<file path="src/kdlp_pkg.sv">
`default_nettype none

package kdlp_pkg;

  localparam int unsigned TimeW      = 32;
  localparam int unsigned KeyW       = 3;
  localparam int unsigned EventW     = 2;
  localparam int unsigned CfgIdxW    = 1;
  // Key index zero-extended wide enough to compare against the largest key count.
  localparam int unsigned KeyExtW    = 7;
  localparam int unsigned NumKeysDef = 8;

  localparam logic [TimeW-1:0] DebounceRst  = 32'd50;
  localparam logic [TimeW-1:0] LongPressRst = 32'd500;

  typedef enum logic [CfgIdxW-1:0] {
    CFG_DEBOUNCE   = 1'b0,
    CFG_LONG_PRESS = 1'b1
  } cfg_idx_e;

  typedef enum logic [3:0] {
    PH_UP      = 4'b0001,
    PH_DB_DOWN = 4'b0010,
    PH_DOWN    = 4'b0100,
    PH_DB_UP   = 4'b1000
  } phase_e;

  typedef enum logic [EventW-1:0] {
    EV_PRESS   = 2'd0,
    EV_RELEASE = 2'd1,
    EV_LONG    = 2'd2
  } event_e;

  typedef struct packed {
    phase_e           phase;
    logic [TimeW-1:0] start;
  } entry_t;

  localparam entry_t EntryRst = '{phase: PH_UP, start: '0};

endpackage

`default_nettype wire

</file>
<file path="src/kdlp_in_if.sv">
`default_nettype none

interface kdlp_in_if;
  logic                       valid;
  logic                       ready;
  logic [kdlp_pkg::KeyW-1:0]  key_index;
  logic                       level;
  logic [kdlp_pkg::TimeW-1:0] now;

  modport source (output valid, key_index, level, now, input ready);
  modport sink   (input valid, key_index, level, now, output ready);
endinterface

`default_nettype wire

</file>
<file path="src/kdlp_out_if.sv">
`default_nettype none

interface kdlp_out_if;
  logic                        valid;
  logic                        ready;
  logic [kdlp_pkg::EventW-1:0] event_res;
  logic [kdlp_pkg::KeyW-1:0]   event_key;

  modport source (output valid, event_res, event_key, input ready);
  modport sink   (input valid, event_res, event_key, output ready);
endinterface

`default_nettype wire

</file>
<file path="src/kdlp_ram.sv">
`default_nettype none

module kdlp_ram #(
  parameter  int unsigned Width = 8,
  parameter  int unsigned Depth = 8,
  localparam int unsigned AddrW = (Depth > 1) ? $clog2(Depth) : 1
) (
  input  wire logic             clk_i,
  input  wire logic             we_i,
  input  wire logic [AddrW-1:0] waddr_i,
  input  wire logic [Width-1:0] wdata_i,
  input  wire logic             re_i,
  input  wire logic [AddrW-1:0] raddr_i,
  output logic      [Width-1:0] rdata_o
);

  logic [Width-1:0] mem_q [Depth];

  always_ff @(posedge clk_i) begin
    if (we_i) begin
      mem_q[waddr_i] <= wdata_i;
    end
  end

  always_ff @(posedge clk_i) begin
    if (re_i) begin
      rdata_o <= mem_q[raddr_i];
    end
  end

endmodule

`default_nettype wire

</file>
<file path="src/key_debounce_long_press.sv">
// A sample enters stage 1 as its state RAM entry is read; an event then enters the output
// register. Throughput: one sample per cycle unless an event waits on the output;
// write-back is on leaving stage 1, with a one-entry bypass for back-to-back keys.
// Reset: asynchronous and active low; every key reads as up with start time zero
// through per-key valid flags, and the thresholds return to 50 and 500 ticks.
`default_nettype none

module key_debounce_long_press #(
  parameter int unsigned NumKeys = kdlp_pkg::NumKeysDef
) (
  input  wire logic                         clk_i,
  input  wire logic                         rst_ni,
  kdlp_in_if.sink                           in_i,
  kdlp_out_if.source                        out_o,
  input  wire logic                         cfg_we_i,
  input  wire logic [kdlp_pkg::CfgIdxW-1:0] cfg_index_i,
  input  wire logic [kdlp_pkg::TimeW-1:0]   cfg_wdata_i
);

  localparam int unsigned AddrW = (NumKeys > 1) ? $clog2(NumKeys) : 1;
  localparam int unsigned EntW  = $bits(kdlp_pkg::entry_t);

  // Configuration registers.
  logic [kdlp_pkg::TimeW-1:0] deb_q, lp_q;

  always_ff @(posedge clk_i or negedge rst_ni) begin
    if (!rst_ni) begin
      deb_q <= kdlp_pkg::DebounceRst;
      lp_q  <= kdlp_pkg::LongPressRst;
    end else if (cfg_we_i) begin
      unique case (kdlp_pkg::cfg_idx_e'(cfg_index_i))
        kdlp_pkg::CFG_DEBOUNCE:   deb_q <= cfg_wdata_i;
        kdlp_pkg::CFG_LONG_PRESS: lp_q  <= cfg_wdata_i;
        default: ;
      endcase
    end
  end

  // Input side.
  logic [kdlp_pkg::KeyExtW-1:0] key_ext;
  logic                         key_ok;
  logic [AddrW-1:0]             raddr;
  logic                         in_fire;

  assign key_ext = {{(kdlp_pkg::KeyExtW - kdlp_pkg::KeyW){1'b0}}, in_i.key_index};
  assign key_ok  = key_ext < kdlp_pkg::KeyExtW'(NumKeys);
  assign raddr   = key_ext[AddrW-1:0];
  assign in_fire = in_i.valid && in_i.ready;

  // Stage 1 registers.
  logic                       s1_vld_q, s1_vld_d;
  logic [AddrW-1:0]           s1_addr_q;
  logic [kdlp_pkg::KeyW-1:0]  s1_key_q;
  logic                       s1_level_q;
  logic [kdlp_pkg::TimeW-1:0] s1_now_q;
  logic                       s1_ent_vld_q;

  logic [NumKeys-1:0]         ent_vld_q;
  logic                       byp_vld_q;
  logic [AddrW-1:0]           byp_addr_q;
  kdlp_pkg::entry_t           byp_data_q;

  logic [EntW-1:0]            rdata;
  kdlp_pkg::entry_t           cur;
  kdlp_pkg::entry_t           nxt;
  logic [kdlp_pkg::TimeW-1:0] elapsed;
  logic                       deb_met, lp_met;
  logic                       ev_vld;
  kdlp_pkg::event_e           ev;
  logic                       s1_adv;
  logic                       out_free;

  logic                       out_vld_q, out_vld_d;
  kdlp_pkg::event_e           out_ev_q;
  logic [kdlp_pkg::KeyW-1:0]  out_key_q;

  kdlp_ram #(
    .Width (EntW),
    .Depth (NumKeys)
  ) u_state_ram (
    .clk_i   (clk_i),
    .we_i    (s1_adv),
    .waddr_i (s1_addr_q),
    .wdata_i (nxt),
    .re_i    (in_fire && key_ok),
    .raddr_i (raddr),
    .rdata_o (rdata)
  );

  // The newest write wins; an entry never written reads as its reset value.
  always_comb begin
    if (byp_vld_q && (byp_addr_q == s1_addr_q)) begin
      cur = byp_data_q;
    end else if (s1_ent_vld_q) begin
      cur = kdlp_pkg::entry_t'(rdata);
    end else begin
      cur = kdlp_pkg::EntryRst;
    end
  end

  assign elapsed = s1_now_q - cur.start;
  assign deb_met = elapsed >= deb_q;
  assign lp_met  = elapsed >= lp_q;

  always_comb begin
    nxt    = cur;
    ev_vld = 1'b0;
    ev     = kdlp_pkg::EV_PRESS;
    unique case (cur.phase)
      kdlp_pkg::PH_UP: begin
        if (!s1_level_q) begin
          nxt.start = s1_now_q;
          nxt.phase = kdlp_pkg::PH_DB_DOWN;
        end
      end
      kdlp_pkg::PH_DB_DOWN: begin
        if (s1_level_q) begin
          nxt.phase = kdlp_pkg::PH_UP;
        end else if (deb_met) begin
          nxt.phase = kdlp_pkg::PH_DOWN;
          ev_vld    = 1'b1;
          ev        = kdlp_pkg::EV_PRESS;
        end
      end
      kdlp_pkg::PH_DOWN: begin
        if (s1_level_q) begin
          nxt.start = s1_now_q;
          nxt.phase = kdlp_pkg::PH_DB_UP;
        end else if (lp_met) begin
          ev_vld = 1'b1;
          ev     = kdlp_pkg::EV_LONG;
        end
      end
      kdlp_pkg::PH_DB_UP: begin
        if (!s1_level_q) begin
          nxt.phase = kdlp_pkg::PH_DOWN;
        end else if (deb_met) begin
          nxt.phase = kdlp_pkg::PH_UP;
          ev_vld    = 1'b1;
          ev        = kdlp_pkg::EV_RELEASE;
        end
      end
      default: ;
    endcase
  end

  // A sample without an event never waits for the output register.
  assign out_free    = !out_vld_q || out_o.ready;
  assign s1_adv      = s1_vld_q && (!ev_vld || out_free);
  assign in_i.ready  = !s1_vld_q || s1_adv;

  always_comb begin
    s1_vld_d = s1_vld_q;
    if (in_fire) begin
      s1_vld_d = key_ok;
    end else if (s1_adv) begin
      s1_vld_d = 1'b0;
    end
  end

  always_comb begin
    out_vld_d = out_vld_q;
    if (s1_adv && ev_vld) begin
      out_vld_d = 1'b1;
    end else if (out_o.ready) begin
      out_vld_d = 1'b0;
    end
  end

  always_ff @(posedge clk_i or negedge rst_ni) begin
    if (!rst_ni) begin
      s1_vld_q  <= 1'b0;
      out_vld_q <= 1'b0;
      byp_vld_q <= 1'b0;
      ent_vld_q <= '0;
    end else begin
      s1_vld_q  <= s1_vld_d;
      out_vld_q <= out_vld_d;
      if (s1_adv) begin
        byp_vld_q            <= 1'b1;
        ent_vld_q[s1_addr_q] <= 1'b1;
      end
    end
  end

  always_ff @(posedge clk_i) begin
    if (in_fire) begin
      s1_addr_q    <= raddr;
      s1_key_q     <= in_i.key_index;
      s1_level_q   <= in_i.level;
      s1_now_q     <= in_i.now;
      s1_ent_vld_q <= key_ok && ent_vld_q[raddr];
    end
    if (s1_adv) begin
      byp_addr_q <= s1_addr_q;
      byp_data_q <= nxt;
    end
    if (s1_adv && ev_vld) begin
      out_ev_q  <= ev;
      out_key_q <= s1_key_q;
    end
  end

  assign out_o.valid     = out_vld_q;
  assign out_o.event_res = out_ev_q;
  assign out_o.event_key = out_key_q;

  // A transferred sample occupies stage 1 exactly when its key is in range.
  a_s1_load: assert property (@(posedge clk_i) disable iff (!rst_ni)
    in_fire |=> (s1_vld_q == $past(key_ok)))
    else $error("stage 1 valid does not follow the transferred key range");

  // A write-back always marks its entry as holding real data.
  a_ent_mark: assert property (@(posedge clk_i) disable iff (!rst_ni)
    s1_adv |=> ent_vld_q[$past(s1_addr_q)])
    else $error("written entry not marked valid");

  // A held stage 1 sample keeps its address so the bypass match stays correct.
  a_s1_hold: assert property (@(posedge clk_i) disable iff (!rst_ni)
    (s1_vld_q && !s1_adv) |=> (s1_vld_q && $stable(s1_addr_q)))
    else $error("stalled stage 1 sample lost or changed");

  // An event is only produced when the output register can take it.
  a_no_overwrite: assert property (@(posedge clk_i) disable iff (!rst_ni)
    (s1_adv && ev_vld) |-> out_free)
    else $error("event would overwrite an untaken result");

endmodule

`default_nettype wire

</file>
<file path="src/flat_wrapper.sv">
// flat-port wrapper written by rule: the top's interface ports become plain ports
module key_debounce_long_press_flat 
#(
  parameter int unsigned NumKeys = kdlp_pkg::NumKeysDef
)
  (clk_i, rst_ni, cfg_we_i, cfg_index_i, cfg_wdata_i, in_i_valid, in_i_key_index, in_i_level, in_i_now, in_i_ready, out_o_valid, out_o_event_res, out_o_event_key, out_o_ready);
  kdlp_in_if in_i_i ();
  kdlp_out_if out_o_i ();
  input  wire logic clk_i;
  input  wire logic rst_ni;
  input  wire logic cfg_we_i;
  input  wire logic [kdlp_pkg::CfgIdxW-1:0] cfg_index_i;
  input  wire logic [kdlp_pkg::TimeW-1:0] cfg_wdata_i;
  input wire logic [$bits(in_i_i.valid)-1:0] in_i_valid;
  input wire logic [$bits(in_i_i.key_index)-1:0] in_i_key_index;
  input wire logic [$bits(in_i_i.level)-1:0] in_i_level;
  input wire logic [$bits(in_i_i.now)-1:0] in_i_now;
  output wire logic [$bits(in_i_i.ready)-1:0] in_i_ready;
  output wire logic [$bits(out_o_i.valid)-1:0] out_o_valid;
  output wire logic [$bits(out_o_i.event_res)-1:0] out_o_event_res;
  output wire logic [$bits(out_o_i.event_key)-1:0] out_o_event_key;
  input wire logic [$bits(out_o_i.ready)-1:0] out_o_ready;
  assign in_i_i.valid = in_i_valid;
  assign in_i_i.key_index = in_i_key_index;
  assign in_i_i.level = in_i_level;
  assign in_i_i.now = in_i_now;
  assign in_i_ready = in_i_i.ready;
  assign out_o_valid = out_o_i.valid;
  assign out_o_event_res = out_o_i.event_res;
  assign out_o_event_key = out_o_i.event_key;
  assign out_o_i.ready = out_o_ready;
  key_debounce_long_press #(.NumKeys(NumKeys)) u_core (.clk_i(clk_i), .rst_ni(rst_ni), .in_i(in_i_i), .out_o(out_o_i), .cfg_we_i(cfg_we_i), .cfg_index_i(cfg_index_i), .cfg_wdata_i(cfg_wdata_i));
endmodule
</file>
<file path="config.mk">
export PLATFORM = sky130hd
export DESIGN_NAME = key_debounce_long_press_flat
export DESIGN_NICKNAME = d
export VERILOG_FILES = /design/src/kdlp_pkg.sv /design/src/kdlp_in_if.sv /design/src/kdlp_out_if.sv /design/src/kdlp_ram.sv /design/src/key_debounce_long_press.sv /design/src/flat_wrapper.sv
export SDC_FILE = /design/constraint.sdc
export NUM_CORES = 1
export LEC_CHECK = 0
export CELL_PAD_IN_SITES_DETAIL_PLACEMENT = 0
export CELL_PAD_IN_SITES_GLOBAL_PLACEMENT = 1
export CORE_MARGIN = 4
export CORE_UTILIZATION = 49
export DETAILED_ROUTE_END_ITERATION = 10
export DONT_BUFFER_PORTS = 1
export PLACE_DENSITY = 0.72
export SLEW_MARGIN = 5
export SYNTH_ARGS = -nofsm -noshare
export SYNTH_HDL_FRONTEND = slang
export SYNTH_SLANG_ARGS = --single-unit
</file>
<file path="constraint.sdc">
create_clock -name clk_i -period 9.3 [get_ports clk_i]
set_clock_uncertainty 0.05 [all_clocks]
set_input_delay 0 -clock clk_i [delete_from_list [all_inputs] [get_ports clk_i]]
set_output_delay 0 -clock clk_i [all_outputs]
set_load 0.01 [all_outputs]
</file>
; ---- Word-level counts from Yosys, hierarchy flattened
; Memory sizes are Yosys's and may differ from the RTL's. A register that Yosys moved wholly into a read port is not among the register bits.
; Index checks and enable logic that the tools add are counted.
[word_totals]
out_inout_bits = 7
wordCells = 78
register_bits = 156
mem_bits_rw = 288
mem_count = 1
input_bits = 74
[classes]
n_bitwise = 2
magnitude_cmp = 6
n_mux = 31
reduce_logical = 17
add_sub_neg = 1
n_eq_ne = 5
[mem_list]
columns = name, words, word_bits, rd, rd_clocked_by_memory_dff, write_ports, line
row1 = u_core.u_state_ram.mem_q, 8, 36, 1, 1, 1, kdlp_ram.sv:17  ; logic [Width-1:0] mem_q [Depth];
[ops]
columns = operator, n
row1 = 2-to-1 mux 36 bit, 4
row2 = >= comparator 32 bit, 2
row3 = case mux 32 bit (2 select lines), 1
row4 = subtractor 32 bit, 1
row5 = 2-to-1 mux 4 bit, 4
row6 = case mux 4 bit (4 select lines), 1
row7 = 2-to-1 mux 1 bit, 14
row8 = "less-than comparator 3 x 4 -> 1 bit, second input constant", 3
row9 = OR 8 bit, 1
row10 = logical AND 1 bit, 7
row11 = 2-to-1 mux 2 bit, 3
row12 = "equality test 4 x 1 -> 1 bit, second input constant", 1
row13 = "equality test 4 x 2 -> 1 bit, second input constant", 1
row14 = "equality test 4 x 3 -> 1 bit, second input constant", 1
row15 = "equality test 4 bit, second input constant", 1
row16 = case mux 2 bit (2 select lines), 1
row17 = AND reduction 2 bit, 2
row18 = nonzero test 2 bit, 2
row19 = binary-select mux 1 bit (select 3 bit), 1
row20 = demux 1 bit (select 3 bit), 1
row21 = equality test 3 bit, 1
row22 = ">= comparator 3 x 1 -> 1 bit, second input constant", 1
row23 = zero test 1 bit, 3
row24 = logical OR 1 bit, 3
row25 = other kinds (2), 2

; ---- Longest topological paths before layout
[depth]
word_depth = 14
depth_mapped = 31
ltp_nobuf = 27

; ---- By module
; Synthesis repeated with hierarchy kept, for this count alone.
[unflattened]
hier_cells = 1466
area_unflattened_um2 = 22278.9
[by_module_without_submodules]
columns = mod, area_each_um2, instances, cells_each
row1 = kdlp_ram, 12223.0, 1, 465
row2 = key_debounce_long_press, 10055.9, 1, 1001

; ---- Worst setup path before layout
; No wires, ideal clock.
[synth_timing]
kind = flip-flop to flip-flop
startpoint = register u_core.s1_addr_q[0]
endpoint = register u_core.s1_addr_q[0] (enable)
arrival_ns = 9.188
required_ns = 8.702
setup_slack_ns = -0.485
stages_incl_launch_ff = 28
setup_ns = 0.548
period_less_slack_ns = 9.785
path_cell_list = edfxtp_1 -> buf_6 -> xnor2_2 -> nand4_4 -> clkbuf_1 -> clkbuf_1 -> and3_1 -> a21oi_1 -> ha_1 -> a21o_1 -> maj3_1 -> a2111oi_0 -> or3_1 -> o211a_1 -> or3_4 -> a21o_1 -> a311oi_1 -> ha_1 -> a21o_1 -> a21o_1 -> a21o_1 -> a21o_1 -> a21oi_1 -> o21ai_0 -> nor2_1 -> o2111a_1 -> o22ai_1 -> a31oi_1
[synth_via]
elab_chain_cells = 13
word_cells_on_any_way = 20
[synth_lines]
columns = element, line
row1 = start: declaration, key_debounce_long_press.sv:52  ; logic [AddrW-1:0] s1_addr_q;
row2 = start signal: assignment, key_debounce_long_press.sv:188  ; s1_addr_q <= raddr;
row3 = equality test 3 bit (*), key_debounce_long_press.sv:92  ; if (byp_vld_q && (byp_addr_q == s1_addr_q)) begin
row4 = logical AND 1 bit (*), key_debounce_long_press.sv:92
row5 = 2-to-1 mux 36 bit (*), key_debounce_long_press.sv:92
row6 = subtractor 32 bit, key_debounce_long_press.sv:101  ; assign elapsed = s1_now_q - cur.start;
row7 = >= comparator 32 bit (on tied branches), "key_debounce_long_press.sv:102, key_debounce_long_press.sv:103"
row8 = 2-to-1 mux 1 bit (on tied branches), "key_debounce_long_press.sv:119, key_debounce_long_press.sv:137, key_debounce_long_press.sv:129"
row9 = 2-to-1 mux 1 bit (on tied branches), "key_debounce_long_press.sv:135, key_debounce_long_press.sv:117, key_debounce_long_press.sv:126"
row10 = case mux 1 bit (3 select lines) (*), key_debounce_long_press.sv:109  ; unique case (cur.phase)
row11 = zero test 1 bit (*), key_debounce_long_press.sv:149  ; assign s1_adv = s1_vld_q && (!ev_vld || out_free);
row12 = logical OR 1 bit (*), key_debounce_long_press.sv:149
row13 = logical AND 1 bit (*), key_debounce_long_press.sv:149
row14 = logical OR 1 bit (*), key_debounce_long_press.sv:150  ; assign in_i.ready = !s1_vld_q || s1_adv;
row15 = logical AND 1 bit (*), key_debounce_long_press.sv:48  ; assign in_fire = in_i.valid && in_i.ready;
row16 = net u_core.in_fire, key_debounce_long_press.sv:43  ; logic in_fire;
; The timed path passes the listed nets; every way through them passes the cells marked *.
; A chain may end at the register's enable or synchronous reset.

; ---- Worst setup path after layout
[layout_timing]
startpoint = register u_core.s1_addr_q[2]
endpoint = memory u_core.u_state_ram.mem_q[3][34] (netlist bit) (enable)
[layout_via]
elab_chain_cells = 13
word_cells_on_any_way = 20
[layout_lines]
columns = element, line
row1 = equality test 3 bit, key_debounce_long_press.sv:92
row2 = logical AND 1 bit, key_debounce_long_press.sv:92
row3 = 2-to-1 mux 36 bit, key_debounce_long_press.sv:92
row4 = subtractor 32 bit, key_debounce_long_press.sv:101
row5 = >= comparator 32 bit (on tied branches), "key_debounce_long_press.sv:102, key_debounce_long_press.sv:103"
row6 = 2-to-1 mux 1 bit (on tied branches), "key_debounce_long_press.sv:119, key_debounce_long_press.sv:137, key_debounce_long_press.sv:129"
row7 = 2-to-1 mux 1 bit (on tied branches), "key_debounce_long_press.sv:135, key_debounce_long_press.sv:117, key_debounce_long_press.sv:126"
row8 = case mux 1 bit (3 select lines), key_debounce_long_press.sv:109
row9 = zero test 1 bit, key_debounce_long_press.sv:149
row10 = logical OR 1 bit, key_debounce_long_press.sv:149
row11 = logical AND 1 bit, key_debounce_long_press.sv:149
row12 = 2-to-1 mux 1 bit, kdlp_ram.sv:20  ; if (we_i) begin
row13 = 2-to-1 mux 1 bit (implied by the code), kdlp_ram.sv:21  ; mem_q[waddr_i] <= wdata_i;
row14 = end: declaration, kdlp_ram.sv:17
; Several ways; a longest one is shown, not always the timed one.

==> results.py <==
metrics = {
    "status": {
        "status": "finished, final reports clean",
    },
    "route": {
        "wire_per_inst_um": 21.41,
        "drtPass1Iterations": 5,
        "vias": 12950,
        "drtIter0Drc": 1082,
        "ant_nets": 0,
        "drc_errors": 0,
        "routed_wl_um": 49210,
        "viasPerCell": 5.632,
    },
    "timing": {
        "slew_violations": 0,
        "worst_pin_slew_ns": 1.132,
        "slew_headroom_pct": 24.53,
        "fin_crit_sh_pct": 88.12,
        "setup_tns_ns": 0,
        "finalHoldViolCount": 0,
        "setup_viol": 0,
        "fin_crit_ns": 8.195,
        "fmax_mhz": 122.0,
        "rsz0062_at_grt": "false",
    },
    "die": {
        "die_h_um": 219.8,
        "rows": 77,
        "ios": 81,
        "die_w_um": 219.8,
        "initial_core_util_pct": 49.58,
        "dieArea_um2": 48300,
        "design.core.area_um2": 44320,
    },
    "synth": {
        "syn-num-nets": 1655,
        "yosys.area.top_type": "edfxtp_1",
        "netlist_area_um2": 21970,
        "yosysMostFrequentCell": "edfxtp_1",
        "synth_edf_count": 405,
        "yosysWarnings": 0,
        "synth_common_cells": "405 x edfxtp_1, 112 x a21oi_1, 96 x inv_1",
        "synthCells": 1491,
        "async_reset_ff_share_pct": 15.63,
        "synth_top_cells_by_area": "edfxtp_1 55%, mux4_2 7.6%, dfrtp_1 7.5%, ha_1 5.1%, mux2_2 3.7%",
        "ys_ff_latch": 480,
        "synth_ff_type": "edfxtp_1",
        "ys_seq_area_share_pct": 63.94,
        "synth.avg_cell_area_um2": 14.74,
        "synth_top_area_share_pct": 55.35,
        "netlist-cell-type-count": 72,
    },
    "clocking": {
        "cts_root_buf": "clkbuf_16",
        "tritoncts": "yes",
        "cts.sinks": 480,
        "cts_buffer_depth": 3,
        "cts_buffers": 49,
        "clk_pin_slew_ns": 0.06,
        "clock_latency_ns": 0.59,
        "cts_resized": 0,
        "htreeDepth": 2,
    },
    "place": {
        "dp_hpwl_um": 32550,
        "place.gp.congestion": 0.8806,
        "dp_cells": 2041,
        "portBuffers": 0,
    },
    "critical_path": {
        "cp-end-kind": "flip-flop",
        "required_ns": 9.54,
        "start_kind": "flip-flop",
        "cp_max_fo": 45,
        "crit_slowest_cell": "o21ai_4",
        "arrival_ns": 8.43,
        "slowest_delay_ns": 0.90,
        "crit_type": "flip-flop to flip-flop",
        "rr_endpoint": "u_core.u_state_ram.mem_q[3][34]",
        "cp-startpoint": "u_core.s1_addr_q[2]",
        "cpMostUsedCell": "a21o_1",
        "crit_end": "u_core.u_state_ram.mem_q[3][34]",
        "r2r_cells": 25,
        "rr_startpoint": "u_core.s1_addr_q[2]",
        "r2r_slack_ns": 1.10,
    },
    "cells_and_area": {
        "fin_nets": 1827,
        "stdcell_count": 2299,
        "drive_gt1_share_pct": 16.69,
        "final_util_pct": 58.77,
        "synthToLayoutAreaGrowth_pct": 18.52,
        "final.fill_count": 3378,
    },
    "worst_hold_path": {
        "min_delay_path_depth": 1,
        "hp-class": "input port to flip-flop",
    },
    "power": {
        "max-vdd-ir-drop_mv": 0.1390,
        "leakagePower_nw": 9.598,
        "cellPowerDensity_nw_per_um2": 231.4,
    },
    "global_route": {
        "grt_first_pass_wirelength_um": 76690,
        "grt_max_degree": 76,
        "grt_antenna_before_repair": 5,
        "grt_use_total_pct": 20.69,
        "grt_pass1_vias": 13100,
        "grt_overflow_total": 0,
    },
    "flow_run": {
        "maxCapViolCount": 0,
    },
}
## final cells by class
class | instances | area (um2) | share of cell area [%]
flip-flops and latches | 480 | 14050 | 53.95
multi-input cells | 854 | 7450 | 28.60
repair buffers | 182 | 1874 | 7.197
clock buffers | 62 | 1306 | 5.016
well taps | 592 | 740.7 | 2.844
inverters | 96 | 360.3 | 1.384
clock inverters | 28 | 250.2 | 0.9608
diodes | 5 | 12.51 | 0.04804
## through the flow
stage	power [mW]	hold WS, ns	instance area (um2)	setup slack [ns]
floorplan	3.681	-0.3456	21980	0.3068
global placement	4.024	-0.3437	22760	1.182
detailed placement	4.049	-0.3436	22760	1.046
CTS	6.070	0.01033	26030	1.002
global route	6.352	0.02598	26040	0.5084
finish	6.026	0.03492	26040	1.105
## worst max-delay path, delay by kind of cell, from the launching register on
kind / cells / cell delay (ns)
AO/OA/AOI/OAI: 14 / 3.85
AND/OR/NAND/NOR: 5 / 1.54
adder cells (fa/ha/maj): 3 / 0.99
flip-flops: 1 / 0.56
XOR/XNOR: 2 / 0.54
buffers and inverters: 1 / 0.33
## cells in the final DEF, fill, tap and decap left out, types with 17 or more instances in the layout
cell type,n
dlygate4sd3_1,158
nand3_1,17
mux2_2,73
nor2_1,70
and3_1,28
buf_4,18
nand2_1,79
a21oi_1,112
dfrtp_1,66
xnor2_1,20
a21o_1,39
clkbuf_16,50
inv_1,96
ha_1,90
edfxtp_1,405
o21ai_0,56
mux4_2,74
## routing by layer
| metal | track usage (%) | vias up | share of wire, % |
|---|---|---|---|
| met5 | 0 | - | 0 |
| met4 | 5.024 | 0 | 2.1 |
| met1 | 31.16 | 6488 | 46 |
| met2 | 31.43 | 333 | 45 |
| met3 | 3.985 | 66 | 6.2 |
| li1 | - | 6062 | - |
## power by group
part / switching (mW) / internal [mW] / leakage, nW
sequential: 0.0796 / 2.65 / 4.66
combinational: 0.825 / 0.557 / 4.17
clock: 0.826 / 1.08 / 0.765
## flip-flops by register name (all words and copies together), names as in the netlist
signal	count
u_core.s1_level_q	1
u_core.byp_data_q	36
u_core.u_state_ram.rdata_o	36
u_core.u_state_ram.mem_q	288
u_core.out_o.event_res	2
u_core.out_o.valid	1
u_core.deb_q	32
u_core.lp_q	32
u_core.ent_vld_q	8
u_core.s1_vld_q	1
u_core.s1_now_q	32
u_core.out_o.event_key	3
u_core.s1_addr_q	3
u_core.s1_ent_vld_q	1
u_core.byp_addr_q	3
u_core.byp_vld_q	1
## worst min-delay path by stage
| stage | start | endpoint |
|---|---|---|
| 5_1_grt | in_i_now[13] | u_core.s1_now_q[13] |
| 4_1_cts | in_i_now[14] | u_core.s1_now_q[14] |
| 3_3_place_gp | rst_ni | u_core.lp_q[29] |
| 3_5_place_dp | rst_ni | u_core.deb_q[31] |
| 2_1_floorplan | rst_ni | u_core.byp_vld_q |
| 6_report | in_i_now[14] | u_core.s1_now_q[14] |
## repair_timing
action / 4_1_cts / 5_1_grt
endpoints found under the hold margin: 288 / 0
hold buffers: 163 / 0
setup buffers: 0 / 0
setup endpoints to repair: 0 / 0
## kinds of logic after synthesis
logic type      after synthesis  share of synthesized area (%)
xor+xnor                     36                          1.537
flops                       480                          63.94
buf+inv                     157                          2.784
compound gates              305                          8.718
mux                         153                          11.70
fa+ha+maj                    92                          5.216
simple gates                268                          6.110
(Power assumes the default switching activity.)
